## src/hdl/clock_chime_sequencer_core_defines.svh

```systemverilog
// Assertion helpers for the chime sequencer.
`ifndef CLOCK_CHIME_SEQUENCER_CORE_DEFINES_SVH
`define CLOCK_CHIME_SEQUENCER_CORE_DEFINES_SVH

// Same-cycle implication, checked on every rising clock edge outside reset.
`define CCS_ASSERT_NOW(label, clk, rst, pre, post, msg) \
   label: assert property (@(posedge clk) disable iff (rst) (pre) |-> (post)) \
      else $error(msg);

// Next-cycle implication.
`define CCS_ASSERT_NEXT(label, clk, rst, pre, post, msg) \
   label: assert property (@(posedge clk) disable iff (rst) (pre) |=> (post)) \
      else $error(msg);

`endif

```

## src/hdl/ccs_pkg.sv

```systemverilog
package ccs_pkg;

   localparam int MaxTuneLen = 30;
   localparam int DelayBeats = 2;

   localparam logic [2:0] NoteRest = 3'd7;
   localparam logic [1:0] RegChimeMode = 2'd0;

   typedef enum logic [1:0] {
      MODE_REGULAR     = 2'd0,
      MODE_WESTMINSTER = 2'd1,
      MODE_HALF_HOUR   = 2'd2,
      MODE_HOUR_ONLY   = 2'd3
   } mode_type;

   typedef enum logic [1:0] {
      PH_TUNE   = 2'd0,
      PH_DELAY  = 2'd1,
      PH_STRIKE = 2'd2
   } phase_type;

   typedef enum logic [2:0] {
      TMR_LEAVE        = 3'd0,
      TMR_STOP         = 3'd1,
      TMR_START_SHORT  = 3'd2,
      TMR_START_BEAT   = 3'd3,
      TMR_START_STRIKE = 3'd4
   } timer_cmd_type;

   typedef enum logic [1:0] {
      STRIKE_NONE   = 2'd0,
      STRIKE_SINGLE = 2'd1,
      STRIKE_CHORD  = 2'd2
   } strike_type;

   localparam logic OpMinute = 1'b0;
   localparam logic OpFire   = 1'b1;

   typedef struct packed {
      logic       op;
      logic [5:0] minute_now;
      logic [4:0] hour_now;
      logic       silenced;
      logic       muted;
   } item_type;

   typedef struct packed {
      strike_type    strike;
      logic [2:0]    bell;
      logic [2:0]    bell_second;
      timer_cmd_type timer_cmd;
      logic          strike_period;
      logic          ringing;
   } result_type;

   typedef struct packed {
      logic       busy;
      phase_type  phase;
      logic [3:0] tune_select;
      logic [4:0] note_position;
      logic       hour_pending;
      logic [3:0] strikes_left;
      logic [1:0] delay_left;
      logic       westminster_chord;
   } state_type;

   function automatic logic [4:0] tune_length(input logic [3:0] sel);
      logic [4:0] n;
      case (sel)
         4'd0: n = 5'd4;
         4'd1: n = 5'd5;
         4'd2: n = 5'd6;
         4'd3: n = 5'd5;
         4'd4: n = 5'd4;
         4'd5: n = 5'd9;
         4'd6: n = 5'd14;
         4'd7: n = 5'd19;
         4'd8: n = 5'd1;
         default: n = 5'd0;
      endcase
      if (int'(n) > MaxTuneLen) begin
         n = 5'(MaxTuneLen);
      end
      return n;
   endfunction

   // Slots past a tune's end read as note 0, as in the stored tune rows.
   function automatic logic [2:0] tune_note(input logic [3:0] sel, input logic [4:0] pos);
      logic [2:0] n;
      n = 3'd0;
      case (sel)
         4'd0: case (pos)
            5'd0: n = 3'd2; 5'd1: n = 3'd2; 5'd2: n = NoteRest; default: n = 3'd0;
         endcase
         4'd1: case (pos)
            5'd0: n = 3'd1; 5'd1: n = 3'd1; 5'd2: n = NoteRest; 5'd4: n = 3'd2;
            default: n = 3'd0;
         endcase
         4'd2: case (pos)
            5'd2: n = NoteRest; 5'd3: n = 3'd2; 5'd4: n = 3'd1; 5'd5: n = 3'd2;
            default: n = 3'd0;
         endcase
         4'd3: case (pos)
            5'd0: n = 3'd2; 5'd1: n = 3'd1; 5'd2: n = 3'd2; 5'd3: n = 3'd1;
            default: n = 3'd0;
         endcase
         4'd4: case (pos)
            5'd0: n = 3'd3; 5'd1: n = 3'd2; 5'd2: n = 3'd1; default: n = 3'd0;
         endcase
         4'd5: case (pos)
            5'd0: n = 3'd1; 5'd1: n = 3'd3; 5'd2: n = 3'd2; 5'd4: n = NoteRest;
            5'd5: n = 3'd1; 5'd6: n = 3'd2; 5'd7: n = 3'd3; 5'd8: n = 3'd1;
            default: n = 3'd0;
         endcase
         4'd6: case (pos)
            5'd0: n = 3'd3; 5'd1: n = 3'd1; 5'd2: n = 3'd2; 5'd4: n = NoteRest;
            5'd6: n = 3'd2; 5'd7: n = 3'd3; 5'd8: n = 3'd1; 5'd9: n = NoteRest;
            5'd10: n = 3'd3; 5'd11: n = 3'd2; 5'd12: n = 3'd1;
            default: n = 3'd0;
         endcase
         4'd7: case (pos)
            5'd0: n = 3'd1; 5'd1: n = 3'd3; 5'd2: n = 3'd2; 5'd4: n = NoteRest;
            5'd5: n = 3'd1; 5'd6: n = 3'd2; 5'd7: n = 3'd3; 5'd8: n = 3'd1;
            5'd9: n = NoteRest; 5'd10: n = 3'd3; 5'd11: n = 3'd1; 5'd12: n = 3'd2;
            5'd14: n = NoteRest; 5'd16: n = 3'd2; 5'd17: n = 3'd3; 5'd18: n = 3'd1;
            default: n = 3'd0;
         endcase
         4'd8: case (pos)
            5'd0: n = 3'd1; default: n = 3'd0;
         endcase
         default: n = 3'd0;
      endcase
      return n;
   endfunction

endpackage

```

## src/hdl/clock_chime_sequencer_core.sv

```systemverilog
// Channel   Direction  Handshake                Payload
// req       in         req_valid / req_stall    op, minute_now, hour_now, silenced, muted
// rsp       out        rsp_valid / rsp_stall    strike, bell, bell_second, timer_cmd,
//                                               strike_period, ringing
// csr       in         psel / penable / pready  paddr, pwdata, prdata (chime_mode)
//
// One item per cycle while rsp is not stalled; each accepted item gives one result, passing
// through the input register and then the result register, with the sequence state updated
// as it moves on. A stalled result holds the input register, which then stalls req.
// Synchronous reset clears the sequence state, chime_mode and both valid flags.
`include "clock_chime_sequencer_core_defines.svh"

module clock_chime_sequencer_core (
   input  logic        clock,
   input  logic        reset,

   input  logic        req_valid,
   output logic        req_stall,
   input  logic        req_op,
   input  logic [5:0]  req_minute_now,
   input  logic [4:0]  req_hour_now,
   input  logic        req_silenced,
   input  logic        req_muted,

   output logic        rsp_valid,
   input  logic        rsp_stall,
   output logic [1:0]  rsp_strike,
   output logic [2:0]  rsp_bell,
   output logic [2:0]  rsp_bell_second,
   output logic [2:0]  rsp_timer_cmd,
   output logic        rsp_strike_period,
   output logic        rsp_ringing,

   input  logic        psel,
   input  logic        penable,
   input  logic        pwrite,
   input  logic [1:0]  paddr,
   input  logic [31:0] pwdata,
   output logic [31:0] prdata,
   output logic        pready
);
   import ccs_pkg::*;

   logic       s1_valid_ff, s1_valid_in;
   item_type   s1_item_ff;
   logic       out_valid_ff, out_valid_in;
   result_type out_ff;
   state_type  state_ff, state_next;
   result_type step_res;
   mode_type   mode_ff;
   logic       advance, req_take, csr_write;

   assign pready    = 1'b1;
   assign csr_write = psel && penable && pwrite && pready;
   assign prdata    = (paddr[1:0] == {RegChimeMode[1:0]}) ? {30'd0, mode_ff} : 32'd0;

   // The input register moves on whenever the result register is free or being taken.
   assign advance      = s1_valid_ff && (!out_valid_ff || !rsp_stall);
   assign req_stall    = s1_valid_ff && !advance;
   assign req_take     = req_valid && !req_stall;
   assign s1_valid_in  = req_take || (s1_valid_ff && !advance);
   assign out_valid_in = advance || (out_valid_ff && rsp_stall);

   ccs_step u_step (
      .mode (mode_ff),
      .item (s1_item_ff),
      .cur  (state_ff),
      .nxt  (state_next),
      .res  (step_res)
   );

   always_ff @(posedge clock) begin
      if (reset) begin
         s1_valid_ff  <= 1'b0;
         out_valid_ff <= 1'b0;
         state_ff     <= '0;
         mode_ff      <= MODE_REGULAR;
      end else begin
         s1_valid_ff  <= s1_valid_in;
         out_valid_ff <= out_valid_in;
         if (advance) begin
            state_ff <= state_next;
         end
         if (csr_write) begin
            mode_ff <= mode_type'(pwdata[1:0]);
         end
      end
   end

   always_ff @(posedge clock) begin
      if (req_take) begin
         s1_item_ff <= '{op: req_op, minute_now: req_minute_now, hour_now: req_hour_now,
                         silenced: req_silenced, muted: req_muted};
      end
      if (advance) begin
         out_ff <= step_res;
      end
   end

   assign rsp_valid         = out_valid_ff;
   assign rsp_strike        = out_ff.strike;
   assign rsp_bell          = out_ff.bell;
   assign rsp_bell_second   = out_ff.bell_second;
   assign rsp_timer_cmd     = out_ff.timer_cmd;
   assign rsp_strike_period = out_ff.strike_period;
   assign rsp_ringing       = out_ff.ringing;

   `CCS_ASSERT_NOW(a_stall_only_when_blocked, clock, reset, req_stall, s1_valid_ff && out_valid_ff && rsp_stall, "input stalled while the result path was free")
   `CCS_ASSERT_NOW(a_strike_keeps_ringing, clock, reset, out_valid_ff && out_ff.strike != STRIKE_NONE, out_ff.ringing, "a bell was struck by a step that ended the sequence")
   `CCS_ASSERT_NOW(a_stop_ends_ringing, clock, reset, out_valid_ff && out_ff.timer_cmd == TMR_STOP, !out_ff.ringing, "timer stopped while the sequence is still running")
   `CCS_ASSERT_NEXT(a_state_holds_idle, clock, reset, !advance, state_ff == $past(state_ff), "sequence state changed without a transfer")

endmodule

```

## src/hdl/ccs_step.sv

```systemverilog
module ccs_step (
   input  ccs_pkg::mode_type   mode,
   input  ccs_pkg::item_type   item,
   input  ccs_pkg::state_type  cur,
   output ccs_pkg::state_type  nxt,
   output ccs_pkg::result_type res
);
   import ccs_pkg::*;

   logic       is_hour, is_half, is_q1, is_q3;
   logic [1:0] which;
   logic [4:0] len;
   logic [2:0] note;
   logic [4:0] hour_mod;
   logic [3:0] hour_strikes;

   assign is_hour = item.minute_now == 6'd0;
   assign is_half = item.minute_now == 6'd30;
   assign is_q1   = item.minute_now == 6'd15;
   assign is_q3   = item.minute_now == 6'd45;
   assign which   = is_q1 ? 2'd0 : (is_q3 ? 2'd2 : (is_half ? 2'd1 : 2'd3));
   assign len     = tune_length(cur.tune_select);
   assign note    = tune_note(cur.tune_select, cur.note_position);

   // Twelve-hour form: input stays below 32, so two folds are enough.
   always_comb begin
      if (item.hour_now >= 5'd24) begin
         hour_mod = item.hour_now - 5'd24;
      end else if (item.hour_now >= 5'd12) begin
         hour_mod = item.hour_now - 5'd12;
      end else begin
         hour_mod = item.hour_now;
      end
      hour_strikes = (hour_mod == 5'd0) ? 4'd12 : hour_mod[3:0];
   end

   always_comb begin
      logic [1:0] cmd_strike;
      nxt = cur;
      res.strike = STRIKE_NONE;
      res.bell = 3'd0;
      res.bell_second = 3'd0;
      res.timer_cmd = TMR_LEAVE;
      cmd_strike = 2'd0;
      if (item.op == OpMinute) begin
         if (!item.silenced && !cur.busy && (is_hour || is_half || is_q1 || is_q3)) begin
            nxt.westminster_chord = mode == MODE_WESTMINSTER;
            if (mode == MODE_REGULAR || mode == MODE_WESTMINSTER ||
                (mode == MODE_HALF_HOUR && (is_half || is_hour)) || mode == MODE_HOUR_ONLY) begin
               nxt.busy = 1'b1;
               nxt.phase = PH_TUNE;
               nxt.note_position = 5'd0;
               nxt.hour_pending = is_hour;
               res.timer_cmd = TMR_START_SHORT;
               case (mode)
                  MODE_REGULAR:     nxt.tune_select = {2'b00, which};
                  MODE_WESTMINSTER: nxt.tune_select = {2'b01, which};
                  MODE_HALF_HOUR:   nxt.tune_select = is_half ? 4'd8 : 4'd9;
                  default:          nxt.tune_select = 4'd9;
               endcase
            end
         end
      end else if (cur.busy) begin
         unique case (cur.phase)
            PH_TUNE: begin
               if (cur.note_position >= len) begin
                  if (cur.hour_pending) begin
                     nxt.strikes_left = hour_strikes;
                     nxt.hour_pending = 1'b0;
                     if (mode == MODE_HOUR_ONLY) begin
                        nxt.phase = PH_STRIKE;
                        res.timer_cmd = TMR_START_STRIKE;
                     end else begin
                        nxt.phase = PH_DELAY;
                        nxt.delay_left = 2'(DelayBeats);
                        res.timer_cmd = TMR_START_BEAT;
                     end
                  end else begin
                     nxt.busy = 1'b0;
                     res.timer_cmd = TMR_STOP;
                  end
               end else begin
                  if (note != NoteRest && !item.muted) begin
                     res.strike = STRIKE_SINGLE;
                     res.bell = note;
                  end
                  nxt.note_position = cur.note_position + 5'd1;
               end
            end
            PH_DELAY: begin
               if (cur.delay_left <= 2'd1) begin
                  nxt.delay_left = 2'd0;
                  nxt.phase = PH_STRIKE;
                  res.timer_cmd = TMR_START_STRIKE;
               end else begin
                  nxt.delay_left = cur.delay_left - 2'd1;
               end
            end
            PH_STRIKE: begin
               if (cur.strikes_left == 4'd0) begin
                  nxt.busy = 1'b0;
                  res.timer_cmd = TMR_STOP;
               end else begin
                  if (!item.muted) begin
                     res.strike = STRIKE_CHORD;
                     res.bell = cur.westminster_chord ? 3'd1 : 3'd2;
                  end
                  nxt.strikes_left = cur.strikes_left - 4'd1;
               end
            end
            default: begin
               nxt.busy = 1'b0;
               nxt.phase = PH_TUNE;
               res.timer_cmd = TMR_STOP;
            end
         endcase
      end
      cmd_strike = 2'(nxt.westminster_chord);
      res.strike_period = cmd_strike[0];
      res.ringing = nxt.busy;
   end

endmodule
```

## config.mk

```make
export PLATFORM = sky130hd
export DESIGN_NAME = clock_chime_sequencer_core
export DESIGN_NICKNAME = d
export VERILOG_FILES = /design/src/hdl/ccs_pkg.sv /design/src/hdl/clock_chime_sequencer_core.sv /design/src/hdl/ccs_step.sv
export VERILOG_INCLUDE_DIRS = /design/src /design/src/hdl
export SDC_FILE = /design/constraint.sdc
export NUM_CORES = 1
export LEC_CHECK = 0
export BUFFER_PORTS_ARGS = -buffer_cell sky130_fd_sc_hd__buf_2
export CORE_MARGIN = 1.5
export CORE_UTILIZATION = 49
export CTS_CLUSTER_SIZE = 16
export DETAILED_ROUTE_END_ITERATION = 10
export PLACE_DENSITY = 0.78
export SLEW_MARGIN = 20
export SYNTH_ARGS = -nofsm -noshare
export SYNTH_HDL_FRONTEND = slang
export SYNTH_HIERARCHICAL = 1
export SYNTH_SLANG_ARGS = --single-unit
```

## constraint.sdc

```tcl
create_clock -name clock -period 2.55 [get_ports clock]
set_input_delay 0.1275 -clock clock [delete_from_list [all_inputs] [get_ports clock]]
set_output_delay 0.1275 -clock clock [all_outputs]
set_load 0.01 [all_outputs]
```

==> results.yml, run 1 <==
route:
  dr.pass1.iters: 5
  wl_per_cell_microns: 14.59
  route.vias.total: 3427
  drt-vias-per-instance: 5.519
  drtIter0Drc: 312
  ant_nets: 0
  wirelength_microns: 9059
  drc: 0
clock_tree:
  cts_tree: "built"
  clk_latency_ns: 0.31
  cts_max_path_buffers: 2
  cts_buffers: 5
  cts-root-buf: "clkbuf_8"
  htreeDepth: 2
  clk_pin_slew_ns: 0.09
  clock-sinks: 51
setup_path:
  startpoint: "state_ff[14]"
  cp.required_ns: 2.80
  critPathMaxFanout: 5
  start_kind: "register"
  worst-setup-path-type: "reg2reg"
  r2r_start: "state_ff[14]"
  cp_data_arrival_time_ns: 2.83
  crit_path_end_kind: "register"
logic_synthesis:
  synth.avg_cell_area_sq_um: 9.057
  netlist_area_sq_um: 4021
  synthDistinctLibCells: 72
  synthFlopType: "edfxtp_1"
  synth_compound_area_frac: 0.1717
  synth_fa_ha_area_frac: 0.06534
  ys_top_cells_by_area: "edfxtp_1, dfxtp_1, mux2i_1, nand2b_1, buf_4"
  yosys.area_share.xor_xnor: 0.01089
  synth_top_family_by_area: "simple AND/OR/NAND/NOR gates"
  ys_seq_area_frac: 0.3211
  yosys.area_share.simple: 0.2327
  ys_ff_latch: 51
  synthMuxAreaShare: 0.07747
  ys_async_sr_fraction: 0
  synthCells: 444
  synth_top_cell_by_area: "edfxtp_1"
  synth-edff-count: 27
  synth_top_area_frac: 0.2016
  synth-warning-count: 6
timing:
  finalSetupViolations: 3
  grt_setup_unrepaired: "yes"
  period_share: 1.013
  fmax_ghz: 0.3872
  timing.final.ws_setup_ns: -0.03271
  relSlewSlack: 0.6191
  fin_crit_ns: 2.583
  tightest_slew_ns: 0.5713
  hold_viol_final: 0
  finalMaxSlewViolations: 0
  skew_ns: 0.004490
global_route:
  overflow: 0
  grt_pass1_wl_microns: 14470
  grt_max_degree: 47
  antenna_found_initial: 0
  grt_use_total: 0.2050
  grt_pass1_vias: 3239
power:
  peakVddDrop_v: 0.0002318
  p_sw_uw: 372.0
  power_mw: 1.560
  leakagePower_nw: 1.933
  swShare: 0.2385
  clockPowerShare: 0.304
  p_int_mw: 1.188
  power_frac_comb: 0.114
  seqPwrFrac: 0.582
  powerDensity_nw_per_um2: 323.6
floorplan:
  fp.coreArea_sq_um: 7848
  dieArea_sq_um: 8759
  chipWidth_microns: 93.59
  initial_utilization: 0.5124
  io-pin-count: 103
  rows: 32
  die_h_microns: 93.59
hold_path:
  min_path_type: "in2reg"
  min-delay-start: "req_valid"
place:
  io_buffers: 41
  gp_congestion: 0.9388
  dpl_worst_slack_ns: -0.04371
  dpl.hpwl_microns: 6314
  place_area_sq_um: 4374
layout:
  final_cell_mix: "nand2b_1, buf_2, buf_4, conb_1, mux2i_1"
  final_nets: 594
  diodes: 0
  layout_commonest_cell: "nand2b_1"
  fin_area_sq_um: 4821
  drive_above_1_share: 0.2601
  area_delta_synth_final_pct: 19.88
status:
  violations: "negative setup slack"
  status: "finished with violations"
job:
  maxCapViolCount: 0
[layout make-up]
cell class / instances / area [sq um]
Multi-Input combinational cell: 345 / 2557
Sequential cell: 51 / 1297
Timing Repair Buffer: 97 / 675.6
Tap cell: 102 / 127.6
Clock buffer: 7 / 86.33
Clock inverter: 1 / 3.754
Fill cell: 661 / 3027
Inverter: 18 / 72.57
[per-layer routing]
| metal | part of all wire | global-route usage | up-vias | routed length, microns |
|---|---|---|---|---|
| met2 | 0.49 | 0.3665 | 139 | 4447 |
| met4 | 0.017 | 0.05721 | 0 | 152 |
| li1 | - | - | 1672 | - |
| met3 | 0.058 | 0.03659 | 18 | 523 |
| met5 | 0 | 0 | - | 0 |
| met1 | 0.43 | 0.2510 | 1598 | 3936 |
[Yosys cell counts, types with 9 or more instances]
| master | instances |
|---|---|
| edfxtp_1 | 27 |
| nand2b_1 | 48 |
| nand3_1 | 11 |
| clkbuf_1 | 12 |
| o21ai_0 | 17 |
| a21oi_1 | 21 |
| ha_1 | 21 |
| nor3_1 | 10 |
| buf_4 | 37 |
| nor2b_1 | 9 |
| mux2i_1 | 30 |
| inv_1 | 18 |
| nand2_1 | 17 |
| dfxtp_1 | 24 |
| nor2_1 | 17 |
[worst max-delay path: stages (launching register included)]
cell      delay [ns]
dfxtp_4         0.40
inv_4           0.05
ha_4            0.16
nand2b_4        0.06
mux2i_1         0.07
ha_1            0.31
nor2b_2         0.16
o21ai_4         0.10
a221oi_4        0.32
buf_4           0.17
buf_6           0.10
nor3_1          0.05
o211a_1         0.24
a21oi_2         0.15
nand2b_1        0.07
mux2i_1         0.11
[flip-flops by register name, summed over array words and instances, names as in the netlist]
register	flops
state_ff	20
s1_item_ff	14
rsp_bell	3
rsp_bell_second	3
rsp_timer_cmd	3
mode_ff	2
rsp_strike	2
rsp_ringing	1
rsp_strike_period	1
rsp_valid	1
s1_valid_ff	1
[logic make-up (layout without fill, tap and decap cells)]
kind of cell / Yosys count / in the layout
DFF: 51 / 51
buffers and inverters: 79 / 123
AOI/OAI and AO/OA: 96 / 96
and+or+nand+nor: 158 / 158
other: 3 / 34
adders and majority gates: 21 / 21
muxes: 31 / 31
xor gates and xnor gates: 5 / 5
[power by group through the flow]
stage	logic, mW	clock network, mW	registers (mW)
6_report	0.178	0.475	0.908
2_1_floorplan	0.148	0	0.929
3_3_place_gp	0.151	0	0.926
4_1_cts	0.173	0.483	0.909
3_5_place_dp	0.156	0	0.928
5_1_grt	0.195	0.515	0.911
[path summary, 6_finish.rpt]
check / endpoint / slack [ns] / cells after the start
max: state_ff[19] / -0.03 / 15
min: s1_valid_ff / 0.08 / 3
max reg2reg: state_ff[19] / -0.03 / 15
min reg2reg: state_ff[1] / 0.50 / 2
[per-stage QoR]
stage / util / hold WS (ns) / setup TNS, ns / instances
after floorplan: - / 0.2264 / 0 / 475
after global placement: 0.5574 / 0.3039 / 0 / 594
after detailed placement: 0.5574 / 0.3056 / -0.09082 / 594
after CTS: 0.5896 / 0.06860 / 0 / 616
after global routing: 0.6143 / 0.08182 / -0.7264 / 621
final: 0.6143 / 0.07531 / -0.05984 / 621
[repair_timing]
item,4_1_cts,5_1_grt
pin swaps,1,15
endpoints found under the hold margin,14,0
endpoints found under the setup margin,4,17
gates resized for setup,4,38
hold buffers,14,0
buffers inserted,0,6
Note: power is estimated with default switching activity, not from simulation.
==> run 2, diff against run 1 <==
--- a/config.mk
+++ b/config.mk
@@ -6,12 +6,13 @@
 export SDC_FILE = /design/constraint.sdc
 export NUM_CORES = 1
 export LEC_CHECK = 0
+export ABC_AREA = 1
 export BUFFER_PORTS_ARGS = -buffer_cell sky130_fd_sc_hd__buf_2
 export CORE_MARGIN = 1.5
 export CORE_UTILIZATION = 49
 export CTS_CLUSTER_SIZE = 16
 export DETAILED_ROUTE_END_ITERATION = 10
-export PLACE_DENSITY = 0.78
+export PLACE_DENSITY = 0.77
 export SLEW_MARGIN = 20
 export SYNTH_ARGS = -nofsm -noshare
 export SYNTH_HDL_FRONTEND = slang
==> results.yml, run 2 <==
status:
  status: "complete, no violations"
logic_synthesis:
  synth-edff-count: 27
  synth.avg_cell_area_sq_um: 6.988
  synthCells: 588
  synth-warning-count: 6
  synth_top_cell_by_area: "edfxtp_1"
  netlist_area_sq_um: 4109
  synthDistinctLibCells: 35
  ys_seq_area_frac: 0.3143
  ys_async_sr_fraction: 0
  synth.most_common_cell: "nand2_1"
  ys_top_cells_by_count: "nand2_1, inv_1, nor2_1, nand3_1, a21oi_1"
  synthFlopType: "edfxtp_1"
  ys_top_cells_by_area: "edfxtp_1, dfxtp_1, nand2_1, inv_1, buf_4"
  synth_top_area_frac: 0.1973
  ys_ff_latch: 51
clock_tree:
  cts_buffers: 5
  cts-root-buf: "clkbuf_8"
  htreeDepth: 2
  clk_latency_ns: 0.31
  cts_tree: "built"
  cts_max_path_buffers: 2
  clk_pin_slew_ns: 0.10
  clock-sinks: 51
floorplan:
  io-pin-count: 103
  chipWidth_microns: 94.57
  fp.coreArea_sq_um: 8175
  die_h_microns: 94.57
  dieArea_sq_um: 8943
  rows: 33
  initial_utilization: 0.5026
layout:
  final_nets: 737
  stdcell_count: 767
  diodes: 0
  area_delta_synth_final_pct: 15.59
  reg.largest.list: "state_ff (20), s1_item_ff (14)"
  largest_reg_flops: 20
  final_cell_mix: "nand2_1, inv_1, nor2_1, nand3_1, a21oi_1"
  top_register: "state_ff"
  layout_commonest_cell: "nand2_1"
  nFillCells: 743
  drive_above_1_share: 0.2024
route:
  drc: 0
  dr.pass1.iters: 5
  drt-vias-per-instance: 5.042
  wirelength_microns: 9297
  route.vias.total: 3867
  wl_per_cell_microns: 12.12
  drtIter0Drc: 264
  ant_nets: 0
timing:
  fmax_ghz: 0.4034
  finalSetupViolations: 0
  skew_ns: 0.01156
  tightest_slew_ns: 0.7807
  relSlewSlack: 0.4789
  finalMaxSlewViolations: 0
  grt_setup_unrepaired: "yes"
  hold_viol_final: 0
  period_share: 0.9721
  fin_crit_ns: 2.479
  hold_ws_ns: 0.04641
setup_path:
  cp_data_arrival_time_ns: 2.68
  reg2reg_to: "state_ff[18]"
  worst-setup-path-type: "reg2reg"
  start_kind: "register"
  ff2ff_setup_slack_ns: 0.07
  path_cells: "inv_4, ha_4, inv_2, nor3_2, o21bai_1, ha_1, nand2_1, inv_1, nand4_1, nand3_2, inv_2, buf_6, nor2_2, inv_1, nor2_1, o21ai_1, o31ai_1, inv_1, nand3_1, nand2_1, nor2_1"
  rr_worst_depth: 21
  cp_slowest_cell: "dfxtp_4"
  path_buf_inv: 7
  max_stage_delay_ns: 0.37
  critPathMaxFanout: 4
  r2r_start: "state_ff[13]"
  cp.required_ns: 2.75
  crit_path_end_kind: "register"
  crit_path_frequent_cell: "inv_1"
  path_delay_family: "simple AND/OR/NAND/NOR gates"
hold_path:
  min_path_type: "in2reg"
  whs_endpoint: "mode_ff[1]"
  min-delay-start: "pwdata[1]"
  hold_depth: 3
job:
  maxCapViolCount: 0
global_route:
  grt_pass1_vias: 3364
  grt_pass1_wl_microns: 14960
  antenna_found_initial: 0
  grt_max_degree: 42
  overflow: 0
  grt_use_total: 0.2074
power:
  powerDensity_nw_per_um2: 452.2
  leakagePower_nw: 2.283
  peakVddDrop_v: 0.0003736
place:
  gp_congestion: 0.9356
  io_buffers: 41
  place_inst: 739
  dpl.hpwl_microns: 6572
[run 2: changes by cell type after synthesis, moves of 26 or more]
cell	previous run	this run
nand2b_1	48	0
nand3_1	11	51
nand2_1	17	126
inv_1	18	83
mux2i_1	30	0
a21oi_1	21	47
nor2_1	17	68
[run 2: metrics by stage]
step                worst slack, ns  cell area, sq um  setup TNS, ns  power (mW)  utilization
floorplan                    0.1825              4225              0       1.414            -
CTS                         0.01208              4599              0       2.110       0.5626
detailed placement         -0.04191              4325       -0.08365       1.518       0.5291
global placement            0.07798              4325              0       1.500       0.5291
finish                      0.07105              4750              0       2.148       0.5810
global route                -0.1087              4750        -0.5071       2.281       0.5810
[run 2: logic make-up (layout without fill, tap and decap cells)]
group	Yosys count	after routing	share of synthesized area
other	3	34	0.002740
xor gates and xnor gates	3	3	0.006396
and+or+nand+nor	282	282	0.3085
buffers and inverters	139	182	0.1857
AOI/OAI and AO/OA	89	89	0.1185
DFF	51	51	0.3143
adders and majority gates	21	21	0.06395
[run 2: final cells by class]
type | count | area [sq um] | share of cell area
Clock buffer | 5 | 68.82 | 0.01449
Clock inverter | 3 | 46.29 | 0.009747
Inverter | 87 | 336.6 | 0.07086
Multi-Input combinational cell | 429 | 2271 | 0.4781
Sequential cell | 51 | 1300 | 0.2737
Tap cell | 105 | 131.4 | 0.02766
Timing Repair Buffer | 87 | 595.6 | 0.1254
[run 2: what timing repair did]
action / in CTS / in global routing
endpoints found under the hold margin: 16 / 0
setup buffers: 0 / 5
pin swaps: 0 / 14
endpoints found under the setup margin: 10 / 20
hold buffers: 15 / 0
gates resized for setup: 4 / 36
[run 2: routing by layer]
layer	up-vias	wire length, microns	track usage
li1	1974	-	-
met2	159	4413	0.3561
met5	-	0	0
met4	0	76	0.03483
met1	1724	4237	0.2785
met3	10	570	0.03301
[run 2: worst register-to-register path, delay by kind of cell (launching register included)]
family | cells | cell delay, ns
adder cells (fa/ha/maj) | 2 | 0.38
buffers and inverters | 7 | 0.52
flip-flops | 1 | 0.37
AO/OA/AOI/OAI | 3 | 0.36
AND/OR/NAND/NOR | 9 | 0.75
[run 2: worst max path at each step]
| stage | start | end | slack, ns | cells past startpoint |
|---|---|---|---|---|
| 2_1_floorplan | state_ff[13] | state_ff[12] | 0.18 | 20 |
| 3_3_place_gp | state_ff[13] | state_ff[3] | 0.08 | 18 |
| 3_5_place_dp | state_ff[13] | state_ff[3] | -0.04 | 19 |
| 4_1_cts | state_ff[13] | state_ff[18] | 0.01 | 21 |
| 5_1_grt | state_ff[13] | state_ff[18] | -0.11 | 21 |
| 6_report | state_ff[13] | state_ff[18] | 0.07 | 21 |
[run 2: report_power, final]
part	total (mW)	internal (mW)	leakage (nW)	switching, mW
Clock	0.573	0.296	0.0548	0.277
Combinational	0.613	0.239	1.76	0.374
Sequential	0.961	0.913	0.464	0.0484
==> run 3, diff against run 2 <==
--- a/config.mk
+++ b/config.mk
@@ -8,11 +8,13 @@
 export LEC_CHECK = 0
 export ABC_AREA = 1
 export BUFFER_PORTS_ARGS = -buffer_cell sky130_fd_sc_hd__buf_2
+export CELL_PAD_IN_SITES_DETAIL_PLACEMENT = 1
+export CELL_PAD_IN_SITES_GLOBAL_PLACEMENT = 2
 export CORE_MARGIN = 1.5
-export CORE_UTILIZATION = 49
+export CORE_UTILIZATION = 26
 export CTS_CLUSTER_SIZE = 16
 export DETAILED_ROUTE_END_ITERATION = 10
-export PLACE_DENSITY = 0.77
+export PLACE_DENSITY_LB_ADDON = 0.1
 export SLEW_MARGIN = 20
 export SYNTH_ARGS = -nofsm -noshare
 export SYNTH_HDL_FRONTEND = slang
==> results.yml, run 3 (synthesis gave the netlist of run 2 again) <==
timing:
  timing.final.ws_setup_ns: 0.09976
  finalMaxSlewViolations: 0
  setup_tns_ns: 0
  period_share: 0.9609
  relSlewSlack: 0.4081
  grt_setup_unrepaired: "yes"
  finalSetupViolations: 0
  hold_viol_final: 0
  skew_ns: 0.01013
  fmax_ghz: 0.4081
  tightest_slew_ns: 0.8869
  fin_crit_ns: 2.450
place:
  dpl_worst_slack_ns: -0.1121
  gp_congestion: 0.7967
  io_buffers: 41
  dpl.hpwl_microns: 8999
  place_area_sq_um: 4541
floorplan:
  dieArea_sq_um: 16570
  rows: 45
  die_h_microns: 128.7
  initial_utilization: 0.2683
  chipWidth_microns: 128.7
  io-pin-count: 103
  fp.coreArea_sq_um: 15310
setup_path:
  cp.required_ns: 2.75
  worst-setup-path-type: "reg2reg"
  rr_worst_depth: 21
  r2r_start: "state_ff[14]"
  cp_data_arrival_time_ns: 2.65
  critPathMaxFanout: 5
  crit_path_end_kind: "register"
  start_kind: "register"
  ff2ff_setup_slack_ns: 0.1
  reg2reg_to: "state_ff[18]"
route:
  drc: 0
  wl_per_cell_microns: 13.38
  ant_nets: 0
  drtIter0Drc: 71
  dr.pass1.iters: 6
  drt-vias-per-instance: 4.388
  wirelength_microns: 11830
  route.vias.total: 3879
layout:
  nFillCells: 1950
  layout_commonest_cell: "nand2_1"
  largest_reg_flops: 20
  final_util: 0.3322
  final_cell_mix: "nand2_1, inv_1, nor2_1, a21oi_1, nand3_1"
  fin_area_sq_um: 5087
  area_delta_synth_final_pct: 23.81
  regArea_sq_um: 1300
  reg.largest.list: "state_ff (20), s1_item_ff (14)"
  final_nets: 748
  multi_input_area_sq_um: 2347
  top_register: "state_ff"
  diodes: 0
  drive_above_1_share: 0.2333
clock_tree:
  clk_latency_ns: 0.31
  cts-root-buf: "clkbuf_16"
  htreeDepth: 2
  clk_pin_slew_ns: 0.08
  cts_tree: "built"
  cts_buffers: 5
  clock-sinks: 51
  cts_max_path_buffers: 2
power:
  leakagePower_nw: 2.359
  peakVddDrop_v: 0.0003063
  powerDensity_nw_per_um2: 462.2
hold_path:
  hold_depth: 3
  min_path_type: "in2reg"
  whs_endpoint: "mode_ff[1]"
  min-delay-start: "pwdata[1]"
global_route:
  grt_pass1_wl_microns: 19760
  antenna_found_initial: 0
  grt_max_degree: 42
  overflow: 0
  grt_use_total: 0.1526
  grt_pass1_vias: 3905
job:
  maxCapViolCount: 0
status:
  status: "complete, no violations"
## run 3: changes by cell type in the layout (fill, tap and decap cells not counted), sizes merged
cell / delta
buf: +11
clkinv: +2
clkinvlp: -1
bufinv: -1
## run 3: what timing repair did
action	CTS	global route
gates resized for setup	8	50
cloned	0	0
hold buffers	15	0
endpoints found under the setup margin	10	19
hold endpoints to repair	16	0
pin swaps	1	19
setup buffers	0	5
## run 3: where the power goes
part,switching (mW),internal [mW]
Sequential,0.0507,0.913
Combinational,0.402,0.265
Clock,0.345,0.375
Total,0.798,1.55
## run 3: area by class of cell
| cell class | instances | share of cell area |
|---|---|---|
| multi-input cells | 429 | 0.4614 |
| clock inverters | 3 | 0.005657 |
| flip-flops and latches | 51 | 0.2555 |
| clock buffers | 5 | 0.02459 |
| repair buffers | 98 | 0.1333 |
| inverters | 87 | 0.06763 |
| well taps | 211 | 0.05189 |
## run 3: stage by stage
stage          instances  power, mW  hold WS [ns]
3_3_place_gp         856      1.561        0.3035
4_1_cts              879      2.339       0.03201
5_1_grt              884      2.522       0.05841
6_report             884      2.352       0.03939
2_1_floorplan        619      1.414        0.1966
3_5_place_dp         856      1.575        0.3062
## run 3: layer usage
layer	up-vias	global-route usage	routed length [microns]
li1	1998	-	-
met2	65	0.2564	5371
met4	0	0.04164	134
met5	-	0	0
met1	1808	0.2030	5981
met3	8	0.02495	342
## run 3: worst max-delay path by stage
stage	from	endpoint	cells after the start
3_3_place_gp	state_ff[13]	state_ff[12]	20
4_1_cts	state_ff[13]	state_ff[12]	20
6_report	state_ff[14]	state_ff[18]	21
5_1_grt	state_ff[14]	state_ff[18]	21
3_5_place_dp	state_ff[13]	state_ff[12]	20
2_1_floorplan	state_ff[13]	state_ff[12]	20
## run 3: worst max-delay path: stages, from the launching register on
cell,delay [ns]
dfxtp_4,0.38
inv_4,0.06
ha_4,0.13
inv_4,0.04
nor3_4,0.18
o21bai_4,0.16
ha_4,0.22
nand2_2,0.05
inv_2,0.03
nand4_1,0.08
nand3_2,0.14
inv_2,0.11
buf_6,0.12
nor2_2,0.04
inv_2,0.06
nor2_2,0.04
o21ai_1,0.13
o31ai_1,0.09
inv_1,0.06
nand3_1,0.07
nand2_1,0.09
nor2_1,0.06
